File: src/sv/e2r_pkg.sv
// Shared constants, types and tables for the Euler angle to rotation matrix block.
// No dependencies.
package e2r_pkg;
  localparam int CORDIC_STAGES = 16;
  // prep, CORDIC stages, sign fix, three product stages
  localparam int DEPTH = CORDIC_STAGES + 5;

  typedef logic signed [15:0] ang_t;
  typedef logic signed [33:0] xy_t;
  typedef logic signed [31:0] z_t;
  typedef logic signed [15:0] q14_t;

  localparam logic signed [15:0] ANG_LIMIT = 16'sd25736;
  localparam z_t PI_Z      = 32'sd843314857;
  localparam z_t HALF_PI_Z = 32'sd421657428;
  localparam xy_t CORDIC_GAIN = 34'sd652032874;

  // atan(2^-i) in units of 2^-28 rad
  function automatic z_t atan_z(input int idx);
    z_t r;
    case (idx)
      0: r = 32'sd210828714;
      1: r = 32'sd124459457;
      2: r = 32'sd65760959;
      3: r = 32'sd33381290;
      4: r = 32'sd16755422;
      5: r = 32'sd8385879;
      6: r = 32'sd4193963;
      7: r = 32'sd2097109;
      8: r = 32'sd1048571;
      9: r = 32'sd524287;
      10: r = 32'sd262144;
      11: r = 32'sd131072;
      12: r = 32'sd65536;
      13: r = 32'sd32768;
      14: r = 32'sd16384;
      15: r = 32'sd8192;
      16: r = 32'sd4096;
      17: r = 32'sd2048;
      18: r = 32'sd1024;
      19: r = 32'sd512;
      20: r = 32'sd256;
      21: r = 32'sd128;
      22: r = 32'sd64;
      23: r = 32'sd32;
      default: r = 32'sd0;
    endcase
    return r;
  endfunction
endpackage

File: src/sv/e2r_cordic.sv
// Pipelined rotation-mode CORDIC: sine and cosine of one Q3.13 angle in Q2.30.
// Depends on e2r_pkg; stage enables come from the top-level pipeline control.
module e2r_cordic import e2r_pkg::*; (
  input  logic                     clk,
  input  logic [CORDIC_STAGES+1:0] en,
  input  ang_t                     angle,
  output xy_t                      cos_o,
  output xy_t                      sin_o
);
  xy_t  x_r [0:CORDIC_STAGES];
  xy_t  y_r [0:CORDIC_STAGES];
  z_t   z_r [0:CORDIC_STAGES];
  logic f_r [0:CORDIC_STAGES];
  xy_t  c_r, s_r;

  ang_t a_sat;
  z_t   z_full;

  // clamp to +-pi and fold into +-pi/2
  always_comb begin
    if (angle > ANG_LIMIT) begin
      a_sat = ANG_LIMIT;
    end else if (angle < -ANG_LIMIT) begin
      a_sat = -ANG_LIMIT;
    end else begin
      a_sat = angle;
    end
    z_full = {{1{a_sat[15]}}, a_sat, 15'd0};
  end

  always_ff @(posedge clk) begin
    if (en[0]) begin
      x_r[0] <= CORDIC_GAIN;
      y_r[0] <= '0;
      if (z_full > HALF_PI_Z) begin
        z_r[0] <= z_full - PI_Z;
        f_r[0] <= 1'b1;
      end else if (z_full < -HALF_PI_Z) begin
        z_r[0] <= z_full + PI_Z;
        f_r[0] <= 1'b1;
      end else begin
        z_r[0] <= z_full;
        f_r[0] <= 1'b0;
      end
    end
  end

  // one micro-rotation per stage
  for (genvar i = 0; i < CORDIC_STAGES; i++) begin : g_stage
    localparam z_t ATAN_I = atan_z(i);
    xy_t dx, dy;
    assign dx = y_r[i] >>> i;
    assign dy = x_r[i] >>> i;
    always_ff @(posedge clk) begin
      if (en[i+1]) begin
        f_r[i+1] <= f_r[i];
        if (!z_r[i][31]) begin
          x_r[i+1] <= x_r[i] - dx;
          y_r[i+1] <= y_r[i] + dy;
          z_r[i+1] <= z_r[i] - ATAN_I;
        end else begin
          x_r[i+1] <= x_r[i] + dx;
          y_r[i+1] <= y_r[i] - dy;
          z_r[i+1] <= z_r[i] + ATAN_I;
        end
      end
    end
  end

  // undo the half-turn fold
  always_ff @(posedge clk) begin
    if (en[CORDIC_STAGES+1]) begin
      c_r <= f_r[CORDIC_STAGES] ? -x_r[CORDIC_STAGES] : x_r[CORDIC_STAGES];
      s_r <= f_r[CORDIC_STAGES] ? -y_r[CORDIC_STAGES] : y_r[CORDIC_STAGES];
    end
  end

  assign cos_o = c_r;
  assign sin_o = s_r;
endmodule

File: config.mk
export PLATFORM = sky130hd
export DESIGN_NAME = e2r_cordic
export DESIGN_NICKNAME = d
export VERILOG_FILES = /design/src/sv/e2r_pkg.sv /design/src/sv/e2r_cordic.sv
export SDC_FILE = /design/constraint.sdc
export NUM_CORES = 2
export LEC_CHECK = 0
export ABC_CLOCK_PERIOD_IN_PS = 6900
export BUFFER_PORTS_ARGS = -buffer_cell sky130_fd_sc_hd__buf_2
export CAP_MARGIN = 20
export CORE_MARGIN = 3
export CORE_UTILIZATION = 32
export DETAILED_ROUTE_END_ITERATION = 10
export PLACE_DENSITY = 0.49
export SYNTH_ARGS = -nofsm -noshare
export SYNTH_HDL_FRONTEND = slang
export SYNTH_SLANG_ARGS = --single-unit
File: constraint.sdc
create_clock -name clk -period 6.9 [get_ports clk]
set_input_delay 1.38 -clock clk [delete_from_list [all_inputs] [get_ports clk]]
set_output_delay 1.38 -clock clk [all_outputs]
set_load 0.05 [all_outputs]
Word-level counts from Yosys, hierarchy flattened
Memories as Yosys holds them, arrays and structs flattened.
Index checks and enable logic that the tools add are counted.
{ "totals": {"reg_bits": 68, "ramBits": 1717, "input_bits": 35, "out_inout_bits": 68, "elab_cells": 358, "n_memories": 4} }
{ "op_classes": {"add_sub_neg": 99, "order_cmp": 4, "n_mux": 197, "n_bitwise": 52} }
{ "memory_table": {"columns": ["name", "words", "width", "read_ports", "rd_ports_with_merged_regs", "write_ports", "line", "rtl"], "rows": [
  ["x_r", 17, 34, 17, 0, 17, "e2r_cordic.sv:10", "xy_t x_r [0:CORDIC_STAGES];"],
  ["y_r", 17, 34, 17, 0, 17, "e2r_cordic.sv:11", "xy_t y_r [0:CORDIC_STAGES];"],
  ["z_r", 17, 32, 16, 0, 17, "e2r_cordic.sv:12", "z_t z_r [0:CORDIC_STAGES];"],
  ["f_r", 17, 1, 17, 0, 17, "e2r_cordic.sv:13", "logic f_r [0:CORDIC_STAGES];"]
]} }
{ "op_table": {"columns": ["operator", "n"], "rows": [
  ["34-bit two-way mux", 34],
  ["32-bit two-way mux", 18],
  ["1-bit two-way mux", 143],
  ["34-bit by 19-bit adder with 34-bit output", 2],
  ["34-bit by 20-bit adder with 34-bit output", 2],
  ["34-bit by 21-bit adder with 34-bit output", 2],
  ["34-bit by 22-bit adder with 34-bit output", 2],
  ["34-bit by 23-bit adder with 34-bit output", 2],
  ["34-bit by 24-bit adder with 34-bit output", 2],
  ["34-bit by 25-bit adder with 34-bit output", 2],
  ["34-bit by 26-bit adder with 34-bit output", 2],
  ["34-bit by 27-bit adder with 34-bit output", 2],
  ["34-bit by 28-bit adder with 34-bit output", 2],
  ["34-bit by 29-bit adder with 34-bit output", 2],
  ["34-bit by 30-bit adder with 34-bit output", 2],
  ["34-bit by 31-bit adder with 34-bit output", 2],
  ["34-bit by 32-bit adder with 34-bit output", 2],
  ["34-bit by 33-bit adder with 34-bit output", 2],
  ["34-bit negation", 2],
  ["34-bit by 19-bit subtractor with 34-bit output", 2],
  ["34-bit by 20-bit subtractor with 34-bit output", 2],
  ["34-bit by 21-bit subtractor with 34-bit output", 2],
  ["34-bit by 22-bit subtractor with 34-bit output", 2],
  ["34-bit by 23-bit subtractor with 34-bit output", 2],
  ["50 further kinds", 115]
]} }

Longest topological paths before layout
{ "logic_depth": {"ltp_word": 10, "depth_mapped": 23, "mapped_depth_nobuf": 21} }

Least setup slack after synthesis
OpenSTA, ideal clock, no wires.
{ "synth_path": {"path_kind": "input to register", "startpoint": "input en[14]", "endpoint": "memory y_r[14][33] (netlist name), data pin", "setup_ns": 0.255, "arrival_time_ns": 5.344, "required_ns": 6.645, "slack_ns": 1.300, "path_stages": 16, "path_buffers": 2, "path_cell_list": "and2_1 clkbuf_1 inv_1 clkbuf_1 mux2i_1 ha_1 nor2b_1 o21ai_0 o221a_2 o21ai_0 nor4bb_1 o31a_1 o311ai_0 a21oi_1 or4_1 and3_1"} }
{ "synth_lines": {"columns": ["item", "line", "rtl"], "rows": [
  ["start: declaration", "e2r_cordic.sv:5", "input logic [CORDIC_STAGES+1:0] en,"],
  ["end: declaration", "e2r_cordic.sv:11", null]
]} }

==> out/qor.csv <==
metric;value;unit
clock tree buffer depth;4;
mux cell area share after synthesis;1.036;%
yosys warns;0;
Crit Path Category;register to register;
Reg area;44350;um2
met2 Resource Use GR;30.72;%
ANT nets after route;0;
cts bufs inserted;185;
share of cells above drive strength 1;5.188;%
minimum clock period;5.641;ns
vias per cell;5.225;
die area;391100;um2
Synth Area in Simple Gates;13.32;%
CP max FO;6;
Congestion Overflow GR;0;
Syn Inst Count;12700;
Hold Path Class;register to register;
NumNets Final;14290;
H-tree depth reported by CTS;4;
die width;625.4;um
Setup violations, final;0;
Resized cells post-CTS;0;
Die Height;625.4;um
busiest grt layer;met2;
Seq/Total Area, Yosys;36.13;%
met3 Usage GRT;2.140;%
Top Ports;103;
CP Capture Type;register;
commonest register cell after synthesis;edfxtp_1;
Synth cell types;95;
DRC viols;0;
Area Overhead vs Synth;10.64;%
Placed Cells;17710;
Initial Util;32.27;%
largest net degree at the start of global routing;76;
TritonCTS clock tree;done;
RSZ-0062 raised after global routing;no;
drt total wl;341700;um
cts hold-fix bufs;0;
syn nets;14100;
Slew headroom;31.84;%
required time worst endpoint;7.49;ns
vias in the first global route;91880;
largest family of logic cells by synthesized area;compound AO/OA/AOI/OAI gates;
dpl hpwl;274400;um
Final Hold Fails;0;
Seq cells post-synth;1477;
Initial DRC Count;5942;
complex-gate fraction of the synthesized area;19.93;%
GRT met1 Usage;20.69;%
fin cells;18050;
XOR/XNOR Fraction of Synth Area;13.09;%
slew at the pin closest to its max-slew limit;1.009;ns
final period utilization;81.75;%
gr usage total;17.02;%
Core Box Area;380300;um2
Core Util, Final;35.71;%
outcome;completed;
fmax;177.3;MHz
routability cong.;0.8841;
type of origin of the critical path;register;
number of synthesized flops with an enable pin;1477;
Setup Skew;0.1075;ns
Synth Area per Inst;9.667;um2
post-CTS setup buffers;0;
Arr. time, crit path;6.23;ns
max-cap check violation count;0;
vias;94320;
wire length per cell;18.93;um
first-pass GRT wire length;530700;um
clk slew on worst S/H paths;0.06;ns
Cell Area, Synth;122800;um2
area occupied by multi-input gates;75680;um2
worst skew pair latency;0.90;ns
antenna violations before repair;8;
CTS Sinks;1477;
fill count;38540;
1st-pass router iterations;5;
Max Slew Vio Count;0;
clock root cell;clkbuf_16;
share of flip-flops with an asynchronous set or reset;0;%
setup_tns;0;ns
Post-Synth Adder-Cell Area;14.27;%
Port Buf Inserts;102;
row count;226;
==> cell usage after synthesis, drive strengths merged (34+ instances only) <==
cell / count / share of area [%]
a2111oi: 42 / 0.30
clkbuf: 175 / 0.54
o211ai: 57 / 0.35
nor3: 336 / 1.4
or3: 109 / 0.56
nor2: 948 / 2.9
a31oi: 111 / 0.57
a211oi: 102 / 0.62
inv: 519 / 1.6
a21o: 570 / 3.5
nor4: 98 / 0.52
nand4: 71 / 0.36
nand2: 722 / 2.2
ha: 1323 / 13
o41ai: 54 / 0.39
fa: 48 / 0.78
nand2b: 207 / 1.1
mux2: 56 / 0.51
o21ai: 677 / 2.8
a21boi: 47 / 0.29
o31ai: 158 / 0.97
edfxtp: 1477 / 36
nand3: 240 / 0.98
o21bai: 177 / 1.1
xor2: 620 / 4.4
xnor2: 1214 / 8.7
or4: 55 / 0.35
a211o: 34 / 0.24
mux2i: 64 / 0.52
a21oi: 1279 / 5.2
o21a: 176 / 1.1
nor3b: 34 / 0.21
and2: 79 / 0.40
or2: 53 / 0.27
nor2b: 152 / 0.77
and3: 138 / 0.70
==> final timing paths <==
kind / start / to / slack, ns / cells after the start
max: y_r[13][18] / x_r[14][23] / 1.26 / 14
min reg2reg: z_r[11][16] / z_r[12][16] / 0.42 / 0
max reg2reg: y_r[13][18] / x_r[14][23] / 1.26 / 14
min: z_r[11][16] / z_r[12][16] / 0.42 / 0
==> per-stage QoR <==
step	cell area, um2	hold WS, ns	worst slack, ns
final	135800	0.4176	1.259
after global routing	135800	0.4226	0.6858
after CTS	135800	0.4172	1.205
after detailed placement	129600	0.4045	0.7336
after global placement	129600	0.4008	0.7366
after floorplan	122800	0.4003	1.300
==> kinds of logic (layout without fill, tap and decap cells) <==
group,Yosys count,after routing
multiplexers,120,120
AO/OA/AOI/OAI,3834,3834
buffers and inverters,727,1059
AND/OR/NAND/NOR,3335,3335
adder cells (fa/ha/maj),1371,1371
flip-flops,1477,1477
XOR/XNOR,1834,1834
other,0,6
==> registers in the layout, indices dropped and copies added, names as in the netlist <==
| register | flops |
|---|---|
| f_r | 17 |
| cos_o | 34 |
| z_r | 397 |
| y_r | 511 |
| x_r | 484 |
| sin_o | 34 |
==> worst max-delay path: stages (launching register included) <==
cell and delay, ns:
edfxtp_1 0.53, or4_1 0.61, or3_1 0.37, nor3_1 0.37, nand3b_1 0.22, nor4_1 0.60, nor2_1 0.13, xnor2_1 0.18
ha_1 0.27, a2111oi_0 0.82, a21oi_1 0.32, a2111oi_0 0.57, o21bai_1 0.14, a21oi_1 0.20, xnor2_1 0.10
==> placed cells by master (no fill, tap or decap), types with 36 or more instances in the layout <==
cell type	n
nand2_1	716
or2_2	53
nand3_1	240
xnor2_1	1214
o21ai_0	674
a21o_1	570
clkbuf_16	189
clkinv_2	36
and3_1	138
o21bai_1	177
o41ai_1	53
nor2_1	948
inv_1	513
a31oi_1	110
and2_1	78
buf_4	108
nand4_1	71
a21boi_0	47
o31ai_1	157
or3_1	108
buf_2	89
mux2i_1	64
edfxtp_1	1477
o211ai_1	57
o21a_1	176
fa_1	48
xor2_1	619
nand2b_1	207
ha_1	1323
a21oi_1	1278
mux2_2	56
or4_1	49
a211oi_1	102
nor4_1	95
nor2b_1	152
nor3_1	336
a2111oi_0	42
==> cell type report <==
class | count | area share (%)
clock inverter | 128 | 1.047
inverter | 522 | 1.443
timing repair buffer | 199 | 0.9544
sequential | 1477 | 32.66
tap | 5016 | 4.621
clock buffer | 210 | 3.540
multi-input combinational | 10490 | 55.73
antenna | 6 | 0.01106
==> routing by layer <==
metal / vias up / wire, um
met5: - / 23
met4: 4 / 12460
met3: 518 / 13200
met2: 1640 / 169200
met1: 44260 / 146800
li1: 47900 / -
Power is not shown: default switching activity piles up to over one toggle a cycle in this logic, so the estimate is an artifact.
